File: config.mk
export PLATFORM = sky130hd
export DESIGN_NAME = im2col_nhwc_address_gen_unit
export DESIGN_NICKNAME = d
export VERILOG_FILES = /design/src/rtl/im2col_pkg.sv /design/src/rtl/im2col_cfg.sv /design/src/rtl/im2col_ctrl.sv /design/src/rtl/im2col_dp.sv /design/src/rtl/im2col_nhwc_address_gen_unit.sv
export SDC_FILE = /design/constraint.sdc
export NUM_CORES = 2
export LEC_CHECK = 0
export ABC_AREA = 1
export CAP_MARGIN = 20
export CORE_AREA = 2 2 243 245
export CTS_BUF_LIST = sky130_fd_sc_hd__clkbuf_4 sky130_fd_sc_hd__clkbuf_8
export CTS_CLUSTER_SIZE = 28
export DETAILED_ROUTE_END_ITERATION = 16
export DIE_AREA = 0 0 245 247
export DONT_BUFFER_PORTS = 1
export GPL_ROUTABILITY_DRIVEN = 0
export PLACE_DENSITY = 0.7
export SLEW_MARGIN = 30
export SYNTH_ARGS = -nofsm -noshare
export SYNTH_HDL_FRONTEND = slang
export SYNTH_SLANG_ARGS = --single-unit
File: constraint.sdc
create_clock -name clock -period 9.1 [get_ports clock]
set_clock_uncertainty 0.15 [all_clocks]
set_input_delay 2.73 -clock clock [delete_from_list [all_inputs] [get_ports clock]]
set_output_delay 2.73 -clock clock [all_outputs]
set_load 0.01 [all_outputs]
File: src/rtl/im2col_pkg.sv
`timescale 1ns / 1ps

package im2col_pkg;

   localparam int MAX_DIM_DEFAULT      = 1024;
   localparam int MAX_KERNEL_DEFAULT   = 8;
   localparam int MAX_CHANNELS_DEFAULT = 1024;
   localparam int MAX_BATCH_DEFAULT    = 16;

   localparam int DIM_W      = 11;
   localparam int KERNEL_W   = 4;
   localparam int STEP_W     = 4;
   localparam int PAD_W      = 3;
   localparam int DIL_W      = 4;
   localparam int BATCH_W    = 4;
   localparam int POS_W      = 10;
   localparam int TAP_W      = 3;
   localparam int ADDR_W     = 34;
   localparam int COORD_W    = 17;
   localparam int ROWBASE_W  = BATCH_W + DIM_W;
   localparam int PIX_W      = ROWBASE_W + 1;
   localparam int LIN_W      = 28;
   localparam int CSR_INDEX_W = 3;
   localparam int CSR_DATA_W  = 11;

   typedef enum logic [CSR_INDEX_W-1:0] {
      CSR_IN_HEIGHT = 3'd0,
      CSR_IN_WIDTH  = 3'd1,
      CSR_CHANNELS  = 3'd2,
      CSR_KERNEL_H  = 3'd3,
      CSR_KERNEL_W  = 3'd4,
      CSR_STRIDE    = 3'd5,
      CSR_PADDING   = 3'd6,
      CSR_DILATION  = 3'd7
   } csr_index_type;

   typedef struct packed {
      logic [DIM_W-1:0]    in_height;
      logic [DIM_W-1:0]    in_width;
      logic [DIM_W-1:0]    channels;
      logic [KERNEL_W-1:0] kernel_h;
      logic [KERNEL_W-1:0] kernel_w;
      logic [STEP_W-1:0]   stride;
      logic [PAD_W-1:0]    padding;
      logic [DIL_W-1:0]    dilation;
   } cfg_type;

   typedef struct packed {
      logic [TAP_W-1:0] row;
      logic [TAP_W-1:0] col;
      logic             last;
   } tap_type;

   typedef struct packed {
      logic    load;
      logic    issue;
      logic    step_row;
      tap_type tap;
   } cmd_type;

   typedef struct packed {
      logic advance;
   } status_type;

endpackage

File: src/rtl/im2col_cfg.sv
`timescale 1ns / 1ps

module im2col_cfg #(
   parameter int MAX_DIM      = im2col_pkg::MAX_DIM_DEFAULT,
   parameter int MAX_CHANNELS = im2col_pkg::MAX_CHANNELS_DEFAULT
) (
   input  logic                                 clock,
   input  logic                                 reset,
   input  logic                                 csr_write_enable,
   input  logic [im2col_pkg::CSR_INDEX_W-1:0]   csr_index,
   input  logic [im2col_pkg::CSR_DATA_W-1:0]    csr_write_data,
   output im2col_pkg::cfg_type                  cfg
);

   localparam int DIM_W = im2col_pkg::DIM_W;

   im2col_pkg::cfg_type regs_ff;
   im2col_pkg::cfg_type regs_in;

   always_comb begin
      regs_in = regs_ff;
      if (csr_write_enable) begin
         case (im2col_pkg::csr_index_type'(csr_index))
            im2col_pkg::CSR_IN_HEIGHT: regs_in.in_height = csr_write_data;
            im2col_pkg::CSR_IN_WIDTH:  regs_in.in_width  = csr_write_data;
            im2col_pkg::CSR_CHANNELS:  regs_in.channels  = csr_write_data;
            im2col_pkg::CSR_KERNEL_H:  regs_in.kernel_h  = csr_write_data[3:0];
            im2col_pkg::CSR_KERNEL_W:  regs_in.kernel_w  = csr_write_data[3:0];
            im2col_pkg::CSR_STRIDE:    regs_in.stride    = csr_write_data[3:0];
            im2col_pkg::CSR_PADDING:   regs_in.padding   = csr_write_data[2:0];
            im2col_pkg::CSR_DILATION:  regs_in.dilation  = csr_write_data[3:0];
            default:                   regs_in = regs_ff;
         endcase
      end
   end

   always_ff @(posedge clock) begin
      if (reset) begin
         regs_ff.in_height <= DIM_W'(1);
         regs_ff.in_width  <= DIM_W'(1);
         regs_ff.channels  <= DIM_W'(1);
         regs_ff.kernel_h  <= 4'd1;
         regs_ff.kernel_w  <= 4'd1;
         regs_ff.stride    <= 4'd1;
         regs_ff.padding   <= 3'd0;
         regs_ff.dilation  <= 4'd1;
      end else begin
         regs_ff <= regs_in;
      end
   end

   // dimensions saturate at the configured maxima
   always_comb begin
      cfg = regs_ff;
      if (32'(regs_ff.in_height) > MAX_DIM) cfg.in_height = DIM_W'(MAX_DIM);
      if (32'(regs_ff.in_width) > MAX_DIM)  cfg.in_width  = DIM_W'(MAX_DIM);
      if (32'(regs_ff.channels) > MAX_CHANNELS) cfg.channels = DIM_W'(MAX_CHANNELS);
   end

endmodule

File: src/rtl/im2col_ctrl.sv
`timescale 1ns / 1ps

module im2col_ctrl #(
   parameter int MAX_KERNEL = im2col_pkg::MAX_KERNEL_DEFAULT
) (
   input  logic                   clock,
   input  logic                   reset,
   input  im2col_pkg::cfg_type    cfg,
   input  im2col_pkg::status_type status,
   input  logic                   req_valid,
   output logic                   req_ready,
   output im2col_pkg::cmd_type    cmd
);

   localparam int CW    = $clog2(MAX_KERNEL + 1);
   localparam int TAP_W = im2col_pkg::TAP_W;

   typedef enum logic [1:0] {
      ST_IDLE = 2'b01,
      ST_RUN  = 2'b10
   } state_type;

   state_type       state_ff, state_in;
   logic [CW-1:0]   row_ff, row_in;
   logic [CW-1:0]   col_ff, col_in;
   logic [CW-1:0]   kh_n, kw_n;
   logic            col_end, row_end, last, issue, accept;

   always_comb begin
      if (cfg.kernel_h == 4'd0)            kh_n = CW'(1);
      else if (32'(cfg.kernel_h) > MAX_KERNEL) kh_n = CW'(MAX_KERNEL);
      else                                 kh_n = CW'(cfg.kernel_h);
      if (cfg.kernel_w == 4'd0)            kw_n = CW'(1);
      else if (32'(cfg.kernel_w) > MAX_KERNEL) kw_n = CW'(MAX_KERNEL);
      else                                 kw_n = CW'(cfg.kernel_w);
   end

   assign col_end   = (col_ff == kw_n - CW'(1));
   assign row_end   = (row_ff == kh_n - CW'(1));
   assign last      = col_end && row_end;
   assign issue     = (state_ff == ST_RUN) && status.advance;
   assign req_ready = (state_ff == ST_IDLE) || (issue && last);
   assign accept    = req_valid && req_ready;

   always_comb begin
      state_in = state_ff;
      row_in   = row_ff;
      col_in   = col_ff;
      case (state_ff)
         ST_IDLE: begin
            if (accept) begin
               state_in = ST_RUN;
               row_in   = '0;
               col_in   = '0;
            end
         end
         ST_RUN: begin
            if (accept) begin
               row_in = '0;
               col_in = '0;
            end else if (issue && last) begin
               state_in = ST_IDLE;
            end else if (issue && col_end) begin
               row_in = row_ff + CW'(1);
               col_in = '0;
            end else if (issue) begin
               col_in = col_ff + CW'(1);
            end
         end
         default: begin
            state_in = ST_IDLE;
         end
      endcase
   end

   always_ff @(posedge clock) begin
      if (reset) begin
         state_ff <= ST_IDLE;
         row_ff   <= '0;
         col_ff   <= '0;
      end else begin
         state_ff <= state_in;
         row_ff   <= row_in;
         col_ff   <= col_in;
      end
   end

   always_comb begin
      cmd.load     = accept;
      cmd.issue    = issue;
      cmd.step_row = issue && col_end;
      cmd.tap.row  = TAP_W'(row_ff);
      cmd.tap.col  = TAP_W'(col_ff);
      cmd.tap.last = last;
   end

endmodule

File: src/rtl/im2col_dp.sv
`timescale 1ns / 1ps

module im2col_dp #(
   parameter int MAX_BATCH = im2col_pkg::MAX_BATCH_DEFAULT
) (
   input  logic                                clock,
   input  logic                                reset,
   input  im2col_pkg::cfg_type                 cfg,
   input  im2col_pkg::cmd_type                 cmd,
   output im2col_pkg::status_type              status,
   input  logic [im2col_pkg::BATCH_W-1:0]      req_batch_index,
   input  logic [im2col_pkg::POS_W-1:0]        req_out_row,
   input  logic [im2col_pkg::POS_W-1:0]        req_out_col,
   output logic                                rsp_valid,
   input  logic                                rsp_ready,
   output logic [im2col_pkg::TAP_W-1:0]        rsp_tap_row,
   output logic [im2col_pkg::TAP_W-1:0]        rsp_tap_col,
   output logic [im2col_pkg::ADDR_W-1:0]       rsp_src_address,
   output logic                                rsp_zero_fill,
   output logic                                rsp_last_tap
);

   localparam int BATCH_W   = im2col_pkg::BATCH_W;
   localparam int DIM_W     = im2col_pkg::DIM_W;
   localparam int POS_W     = im2col_pkg::POS_W;
   localparam int COORD_W   = im2col_pkg::COORD_W;
   localparam int ROWBASE_W = im2col_pkg::ROWBASE_W;
   localparam int PIX_W     = im2col_pkg::PIX_W;
   localparam int LIN_W     = im2col_pkg::LIN_W;
   localparam int ADDR_W    = im2col_pkg::ADDR_W;
   localparam int PROD_W    = POS_W + im2col_pkg::STEP_W;
   localparam int FULL_W    = LIN_W + DIM_W;

   logic advance;

   // per-word setup
   logic [BATCH_W-1:0]          batch_c;
   logic [ROWBASE_W-1:0]        row_base_in;
   logic [PROD_W-1:0]           prod_h, prod_w;
   logic signed [COORD_W-1:0]   base_h_in, base_w_in, dil;

   logic [ROWBASE_W-1:0]        row_base_ff;
   logic signed [COORD_W-1:0]   base_w_ff;
   logic signed [COORD_W-1:0]   cur_h_ff, cur_h_in;
   logic signed [COORD_W-1:0]   cur_w_ff, cur_w_in;

   // tap pipeline
   logic                        s1_valid_ff, s2_valid_ff, s3_valid_ff, out_valid_ff;
   im2col_pkg::tap_type         s1_tap_ff, s2_tap_ff, s3_tap_ff;
   logic signed [COORD_W-1:0]   s1_h_ff, s1_w_ff;
   logic [ROWBASE_W-1:0]        s1_row_base_ff;
   logic                        s1_inside;
   logic [PIX_W-1:0]            s1_pix;
   logic                        s2_inside_ff;
   logic [PIX_W-1:0]            s2_pix_ff;
   logic [DIM_W-1:0]            s2_w_ff;
   logic [LIN_W-1:0]            s2_lin;
   logic                        s3_inside_ff;
   logic [LIN_W-1:0]            s3_lin_ff;
   logic [FULL_W-1:0]           s3_full;
   im2col_pkg::tap_type         out_tap_ff;
   logic [ADDR_W-1:0]           out_addr_ff;
   logic                        out_zero_ff;

   assign advance        = !out_valid_ff || rsp_ready;
   assign status.advance = advance;

   always_comb begin
      if (32'(req_batch_index) > MAX_BATCH - 1) batch_c = BATCH_W'(MAX_BATCH - 1);
      else                                      batch_c = req_batch_index;
      row_base_in = {{DIM_W{1'b0}}, batch_c} * {{BATCH_W{1'b0}}, cfg.in_height};
      prod_h    = {4'd0, req_out_row} * {{POS_W{1'b0}}, cfg.stride};
      prod_w    = {4'd0, req_out_col} * {{POS_W{1'b0}}, cfg.stride};
      base_h_in = $signed({3'b000, prod_h}) - $signed({14'd0, cfg.padding});
      base_w_in = $signed({3'b000, prod_w}) - $signed({14'd0, cfg.padding});
      dil       = $signed({13'd0, cfg.dilation});
   end

   always_comb begin
      cur_h_in = cur_h_ff;
      cur_w_in = cur_w_ff;
      if (cmd.load) begin
         cur_h_in = base_h_in;
         cur_w_in = base_w_in;
      end else if (cmd.step_row) begin
         cur_h_in = cur_h_ff + dil;
         cur_w_in = base_w_ff;
      end else if (cmd.issue) begin
         cur_w_in = cur_w_ff + dil;
      end
   end

   always_ff @(posedge clock) begin
      cur_h_ff <= cur_h_in;
      cur_w_ff <= cur_w_in;
      if (cmd.load) begin
         base_w_ff   <= base_w_in;
         row_base_ff <= row_base_in;
      end
   end

   always_comb begin
      s1_inside = !s1_h_ff[COORD_W-1] && !s1_w_ff[COORD_W-1]
                  && (s1_h_ff < $signed({6'd0, cfg.in_height}))
                  && (s1_w_ff < $signed({6'd0, cfg.in_width}));
      s1_pix  = {1'b0, s1_row_base_ff} + {5'd0, s1_h_ff[DIM_W-1:0]};
      s2_lin  = {{(LIN_W-PIX_W){1'b0}}, s2_pix_ff} * {{(LIN_W-DIM_W){1'b0}}, cfg.in_width}
                + {{(LIN_W-DIM_W){1'b0}}, s2_w_ff};
      s3_full = {{DIM_W{1'b0}}, s3_lin_ff} * {{LIN_W{1'b0}}, cfg.channels};
   end

   always_ff @(posedge clock) begin
      if (reset) begin
         s1_valid_ff  <= 1'b0;
         s2_valid_ff  <= 1'b0;
         s3_valid_ff  <= 1'b0;
         out_valid_ff <= 1'b0;
      end else if (advance) begin
         s1_valid_ff  <= cmd.issue;
         s2_valid_ff  <= s1_valid_ff;
         s3_valid_ff  <= s2_valid_ff;
         out_valid_ff <= s3_valid_ff;
      end
   end

   always_ff @(posedge clock) begin
      if (advance) begin
         s1_tap_ff      <= cmd.tap;
         s1_h_ff        <= cur_h_ff;
         s1_w_ff        <= cur_w_ff;
         s1_row_base_ff <= row_base_ff;
         s2_tap_ff      <= s1_tap_ff;
         s2_inside_ff   <= s1_inside;
         s2_pix_ff      <= s1_pix;
         s2_w_ff        <= s1_w_ff[DIM_W-1:0];
         s3_tap_ff      <= s2_tap_ff;
         s3_inside_ff   <= s2_inside_ff;
         s3_lin_ff      <= s2_lin;
         out_tap_ff     <= s3_tap_ff;
         out_zero_ff    <= !s3_inside_ff;
         out_addr_ff    <= s3_inside_ff ? s3_full[ADDR_W-1:0] : '0;
      end
   end

   assign rsp_valid       = out_valid_ff;
   assign rsp_tap_row     = out_tap_ff.row;
   assign rsp_tap_col     = out_tap_ff.col;
   assign rsp_last_tap    = out_tap_ff.last;
   assign rsp_src_address = out_addr_ff;
   assign rsp_zero_fill   = out_zero_ff;

endmodule

File: src/rtl/im2col_nhwc_address_gen_unit.sv
`timescale 1ns / 1ps

// channel  direction  handshake                    payload
// req      in         req_valid / req_ready        batch_index, out_row, out_col
// rsp      out        rsp_valid / rsp_ready        tap_row, tap_col, src_address,
//                                                  zero_fill, last_tap
// csr      in         csr_write_enable             csr_index, csr_write_data
//
// One tap word per cycle while rsp does not stall: a word yields kernel_h * kernel_w
// taps, set by the tap sequencer; the next word is taken on the cycle of the final tap.
// A tap passes the coordinate regs, three address stages and the output reg.
// Reset is synchronous; config registers come up at 1, padding at 0.
// A stall on rsp freezes the whole tap pipeline and the sequencer once it is running.

module im2col_nhwc_address_gen_unit #(
   parameter int MAX_DIM      = im2col_pkg::MAX_DIM_DEFAULT,
   parameter int MAX_KERNEL   = im2col_pkg::MAX_KERNEL_DEFAULT,
   parameter int MAX_CHANNELS = im2col_pkg::MAX_CHANNELS_DEFAULT,
   parameter int MAX_BATCH    = im2col_pkg::MAX_BATCH_DEFAULT
) (
   input  logic                                clock,
   input  logic                                reset,
   input  logic                                req_valid,
   output logic                                req_ready,
   input  logic [im2col_pkg::BATCH_W-1:0]      req_batch_index,
   input  logic [im2col_pkg::POS_W-1:0]        req_out_row,
   input  logic [im2col_pkg::POS_W-1:0]        req_out_col,
   output logic                                rsp_valid,
   input  logic                                rsp_ready,
   output logic [im2col_pkg::TAP_W-1:0]        rsp_tap_row,
   output logic [im2col_pkg::TAP_W-1:0]        rsp_tap_col,
   output logic [im2col_pkg::ADDR_W-1:0]       rsp_src_address,
   output logic                                rsp_zero_fill,
   output logic                                rsp_last_tap,
   input  logic                                csr_write_enable,
   input  logic [im2col_pkg::CSR_INDEX_W-1:0]  csr_index,
   input  logic [im2col_pkg::CSR_DATA_W-1:0]   csr_write_data
);

   im2col_pkg::cfg_type    cfg;
   im2col_pkg::cmd_type    cmd;
   im2col_pkg::status_type status;

   im2col_cfg #(
      .MAX_DIM      (MAX_DIM),
      .MAX_CHANNELS (MAX_CHANNELS)
   ) u_cfg (
      .clock            (clock),
      .reset            (reset),
      .csr_write_enable (csr_write_enable),
      .csr_index        (csr_index),
      .csr_write_data   (csr_write_data),
      .cfg              (cfg)
   );

   im2col_ctrl #(
      .MAX_KERNEL (MAX_KERNEL)
   ) u_ctrl (
      .clock     (clock),
      .reset     (reset),
      .cfg       (cfg),
      .status    (status),
      .req_valid (req_valid),
      .req_ready (req_ready),
      .cmd       (cmd)
   );

   im2col_dp #(
      .MAX_BATCH (MAX_BATCH)
   ) u_dp (
      .clock           (clock),
      .reset           (reset),
      .cfg             (cfg),
      .cmd             (cmd),
      .status          (status),
      .req_batch_index (req_batch_index),
      .req_out_row     (req_out_row),
      .req_out_col     (req_out_col),
      .rsp_valid       (rsp_valid),
      .rsp_ready       (rsp_ready),
      .rsp_tap_row     (rsp_tap_row),
      .rsp_tap_col     (rsp_tap_col),
      .rsp_src_address (rsp_src_address),
      .rsp_zero_fill   (rsp_zero_fill),
      .rsp_last_tap    (rsp_last_tap)
   );

endmodule
Yosys cells after proc, flatten, opt, wreduce, memory -nomap -nowiden
Index checks and enable logic that the tools add are counted.

storage, ports and cells
  flip-flop bits (word level) = 301
  latch bits = 0
  bits in writable memories = 0
  memory bits (read-only) = 0
  output and inout bits = 44
  logic and storage cells = 137
  memories = 0

cells by class
  add/subtract/negate cells = 10
  multiply operators = 5
  div/mod/pow operators = 0
  $lt $le $gt $ge = 7
  eq/ne operators = 17
  shift operators = 0
  mux-type cells = 26
  bitwise logic cells = 0
  reductions and logical operators = 31

operators with widths
  operator                                                             number
  17-bit two-way mux                                                   5
  4-bit two-way mux                                                    12
  17-bit by 5-bit adder with 17-bit output                             2
  17-bit by 12-bit less-than comparator with 1-bit output              2
  28-bit by 11-bit multiplier with 34-bit output                       1
  11-bit > comparator (second input constant)                          3
  11-bit two-way mux                                                   3
  14-bit by 3-bit subtractor with 15-bit output                        2
  27-bit by 11-bit adder with 28-bit output                            1
  10-bit by 4-bit multiplier with 14-bit output                        2
  16-bit by 11-bit multiplier with 27-bit output                       1
  15-bit by 11-bit adder with 16-bit output                            1
  4-bit case mux with 2 select lines                                   2
  2-bit AND reduction                                                  8
  4-bit by 11-bit multiplier with 15-bit output                        1
  3-bit == test (second input constant)                                4
  4-bit by 1-bit adder with 4-bit output (second input constant)       2
  4-bit == test                                                        2
  4-bit > comparator (second input constant)                           2
  1-bit logical AND                                                    8
  4-bit zero test                                                      2
  4-bit AND reduction                                                  2
  4-bit by 1-bit subtractor with 4-bit output (second input constant)  2
  3-bit by 2-bit == test with 1-bit output (second input constant)     2
  15 further kinds                                                     24

Logic depth before layout (Yosys ltp)
  word-level depth = 11
  gate-level depth with buffers = 29
  gate-level depth less buffers = 29

By module
From an unflattened synthesis, not the netlist that was laid out.

second synthesis, totals
  cells, all modules = 4,254
  area total of the unflattened synthesis = 33,836.2 um^2

modules (own cells, without submodules)
  module       instances  cells an instance  area an instance (um^2)  sequential area each (um^2)
  im2col_dp    1          3,741              30,509.3                 7,076.8
  im2col_cfg   1          356                2,373.5                  1,041.0
  im2col_ctrl  1          157                953.4                    200.2

Worst setup path before layout
No wires, ideal clock.

  kind = input-to-reg
  from = in rsp_ready
  to = reg u_dp.out_tap_ff (netlist bit u_dp.rsp_last_tap), enable pin
  arrival time = 6,118 ps
  required time = 8,427 ps
  path slack = 2,309 ps
  cell stages on the path = 2
  cells stage by stage = nor2_1 -> inv_1

between the ends
  word-level cells in the longest chain between the ends = 1

ends and longest elaborated chain
  element               line                                RTL
  from (decl)           im2col_nhwc_address_gen_unit.sv:29  input logic rsp_ready,
  1-bit logical OR      im2col_dp.sv:65                     assign advance = !out_valid_ff || rsp_ready;
  to (signal assigned)  im2col_dp.sv:139                    out_tap_ff <= s3_tap_ff;
  to (decl)             im2col_dp.sv:61                     im2col_pkg::tap_type out_tap_ff;

No other way between the ends.
A chain may end at the register's enable or synchronous reset.

Worst setup path after layout
  from = reg u_cfg.regs_ff[26] in the netlist's numbering
  to = reg u_dp.out_addr_ff[30], in the netlist u_dp.rsp_src_address[30] (data pin)

between the ends
  word-level cells in the longest chain between the ends = 3

ends and longest elaborated chain
  element                                           line              RTL
  from (decl)                                       im2col_cfg.sv:17  im2col_pkg::cfg_type regs_ff;
  from (signal assigned)                            im2col_cfg.sv:48  regs_ff <= regs_in;
  11-bit > comparator                               im2col_cfg.sv:57  if (32'(regs_ff.channels) > MAX_CHANNELS) cfg.channels = DIM_W'(MAX_CHANNELS);
  11-bit two-way mux *                              im2col_cfg.sv:57
  28-bit by 11-bit multiplier with 34-bit output *  im2col_dp.sv:109  s3_full = {{DIM_W{1'b0}}, s3_lin_ff} * {{LIN_W{1'b0}}, cfg.channels};
  to (signal assigned)                              im2col_dp.sv:141  out_addr_ff <= s3_inside_ff ? s3_full[ADDR_W-1:0] : '0;
  to (decl)                                         im2col_dp.sv:62   logic [ADDR_W-1:0] out_addr_ff;

Every way passes the cells marked *; elsewhere a longest branch is shown, timed or not.

==> impl_results.md <==
- Num rows: 89
- Post-CTS Resized: 0
- Synth Warn #: 0
- Placed cells: 4,338
- VDD IR max: 159 uV
- Clk_lat worst skew: 0.67 ns
- Final Hold Vio Count: 0
- Crit path time final: 7.20 ns
- Initial antenna violation count: 1
- CTS tree: built
- # DRC: 0
- Setup repair after global routing missed its margin: false
- Synth cell types: 51
- I/O Buffers: 0
- Synth async-reset ratio: 0
- HPWL Detailed: 57.0 mm
- Commonest cells post-synth: inv_1 (751), nand2_1 (733), fa_1 (419), nor2_1 (419), ha_1 (255)
- Tightest Pin Transition: 0.952 ns
- CTS sink count: 299
- DIE AREA: 60,500 sq um
- Cell-by-cell trace of the critical path: nor2_1, nand3_1, o21ai_1, inv_2, nor2_1, inv_1, nor2_1, fa_1, fa_1, fa_1, fa_1, inv_1, fa_1, inv_1, ha_1, nand2_1, nor2_1, nand2_1, o211ai_1, nand3_1, nand2_1, nand3_1, a21oi_1, nor2_1
- Mapped Nets: 4,362
- Die X: 245 um
- Gr busiest metal: met2
- WP data arrival: 7.45 ns
- Slew headroom: 0.363
- Final Setup Violations: 0
- Cts hold-fix bufs: 0
- Crit-path max FO: 16
- Post-synth EDFFs: 233
- Power per cell area: 224 nW/um^2
- Vias in the first global route: 24.5k
- Delay-heaviest family, CP: adder cells
- Wire length of the first global-routing pass: 121 mm
- Slowest cell delay on critical path: 0.68 ns
- Die height: 247 um
- # Post-CTS Setup Buffers: 0
- CTS Buffer Depth: 3
- Critical Path Sink Type: register
- Gr ovfl total: 0
- Req. time, crit path: 9.35 ns
- H-Tree Depth: 2
- Layout Nets: 4,336
- GRT Overall Usage: 0.250
- Antenna viol nets, final: 0
- Synth Cell Area: 31,500 sq um
- Setup tns final: 0 ns
- DR vias: 23.5k
- Yosys top cell by area: fa_1
- Synth area leaders: fa_1 (27%), edfxtp_1 (22%), ha_1 (10%), inv_1 (9.0%), nand2_1 (8.7%)
- FMAX: 139 MHz
- Drt wl/cell: 16.1 um
- Syn avg cell area: 8.64 sq um
- Iteration-0 DRC Markers: 1,467
- Leakage: 0.0163 uW
- Worst min path class: reg2reg
- Status: finished clean
- Layout Cells excl Fill: 4,435
- Total Wirelength: 71.5 mm
- Largest net degree at the start of global routing: 99
- Core box area: 58,200 sq um
- Synth Flop Type: edfxtp_1
- Drt pass-1 iters: 6
- Clock root buffer: clkbuf_8
- CP Buf/Inv Count: 4
- Initial core utilization: 0.541
- IO Pins: 87
- CTS buffer count: 52
- Layout cells sized above 1: 0.0325
- Area grow syn2layout: 5.28%
- Area share of the largest cell type after synthesis: 0.266
- Worst setup SP type: register
- CP max-delay cell: nor2_1
- Grt met1 use: 0.321
- Most frequent cell after synthesis: inv_1
- Met2 Usage GRT: 0.427
- Register area share after synthesis: 0.264
- WS Path Type: reg2reg
- Crit share post-route: 0.791
- Post-Synthesis Cells: 3,645
- Vias per cell: 5.30
- Max Cap Viol: 0
- GR Util met3: 0.0403
- Clk slew on worst S/H paths: 0.06 ns
- #FFs+latches synth: 299
- Pins Over Slew Limit: 0
path summary, 6_finish.rpt:
path	startpoint	end	slack (ns)	depth (start not counted)
min	u_dp.row_base_ff[9]	u_dp.s1_row_base_ff[9]	0.26	0
max reg2reg	u_cfg.regs_ff[26]	u_dp.rsp_src_address[30]	1.90	24
min reg2reg	u_dp.row_base_ff[9]	u_dp.s1_row_base_ff[9]	0.26	0
max	u_cfg.regs_ff[26]	u_dp.rsp_src_address[30]	1.90	24
layout make-up:
| cell class | instances | area (sq um) |
|---|---|---|
| clock inverter | 32 | 186 |
| tap | 773 | 967 |
| sequential | 299 | 8320 |
| antenna | 1 | 2.50 |
| clock buffer | 64 | 812 |
| fill | 5239 | 25100 |
| inverter | 761 | 2860 |
| timing repair buffer | 8 | 60.1 |
| multi-input combinational | 2497 | 19900 |
worst reg2reg max path: stages, from the launching register on:
cell and delay (ns):
dfxtp_1 0.33, nor2_1 0.12, nand3_1 0.08, o21ai_1 0.31, inv_2 0.13, nor2_1 0.68
inv_1 0.57, nor2_1 0.26, fa_1 0.47, fa_1 0.57, fa_1 0.43, fa_1 0.49
inv_1 0.05, fa_1 0.47, inv_1 0.04, ha_1 0.34, nand2_1 0.12, nor2_1 0.30
nand2_1 0.16, o211ai_1 0.28, nand3_1 0.11, nand2_1 0.12, nand3_1 0.11, a21oi_1 0.20
nor2_1 0.07
per-layer routing:
layer / part of all wire / up-vias
met5: 0 / -
met4: 0.037 / 0
met3: 0.061 / 166
met2: 0.48 / 718
met1: 0.42 / 11365
li1: - / 11256
stage by stage:
| stage | setup WS, ns | utilization | area, sq um | hold WS [ns] | total power [uW] |
|---|---|---|---|---|---|
| after floorplan | 2.31 | - | 31500 | 0.250 | 5280 |
| after global placement | 2.03 | 0.552 | 32100 | 0.250 | 6120 |
| after detailed placement | 1.84 | 0.552 | 32200 | 0.255 | 6220 |
| after CTS | 1.83 | 0.569 | 33200 | 0.265 | 7450 |
| after global routing | 1.40 | 0.569 | 33200 | 0.264 | 8170 |
| final | 1.90 | 0.569 | 33200 | 0.263 | 7420 |
registers in the layout, indices dropped and copies added, names as in the netlist, 11 cells and up:
| name | count |
|---|---|
| u_cfg.cfg | 19 |
| u_dp.base_w_ff | 15 |
| u_dp.s2_pix_ff | 16 |
| u_dp.row_base_ff | 15 |
| u_dp.s1_h_ff | 17 |
| u_dp.cur_w_ff | 17 |
| u_dp.s1_w_ff | 17 |
| u_dp.s1_row_base_ff | 15 |
| u_dp.rsp_src_address | 34 |
| u_cfg.regs_ff | 33 |
| u_dp.s3_lin_ff | 28 |
| u_dp.cur_h_ff | 17 |
| u_dp.s2_w_ff | 11 |
kinds of logic after synthesis:
kind of cell	after synthesis	synth area share
and+or+nand+nor	1315	0.167
DFF	299	0.264
xor gates and xnor gates	97	0.0270
AOI/OAI and AO/OA	411	0.0718
buffers and inverters	849	0.103
adders and majority gates	674	0.368
where the power goes:
| part | internal, uW | switching (uW) |
|---|---|---|
| registers | 2100 | 449 |
| logic | 1350 | 2310 |
| clock network | 621 | 582 |
| total | 4070 | 3350 |
layout by cell type, fill, tap and decap left out, types with 15 or more instances in the layout:
cell type	instances
a21oi_1	190
a31oi_1	15
clkbuf_8	53
clkinv_1	22
dfxtp_1	65
edfxtp_1	233
fa_1	419
ha_1	255
inv_1	750
nand2_1	733
nand3_1	78
nand4_1	22
nor2_1	418
nor3_1	22
o21ai_0	129
xnor2_1	34
xor2_1	63
Note: power is estimated with default switching activity, not from simulation.
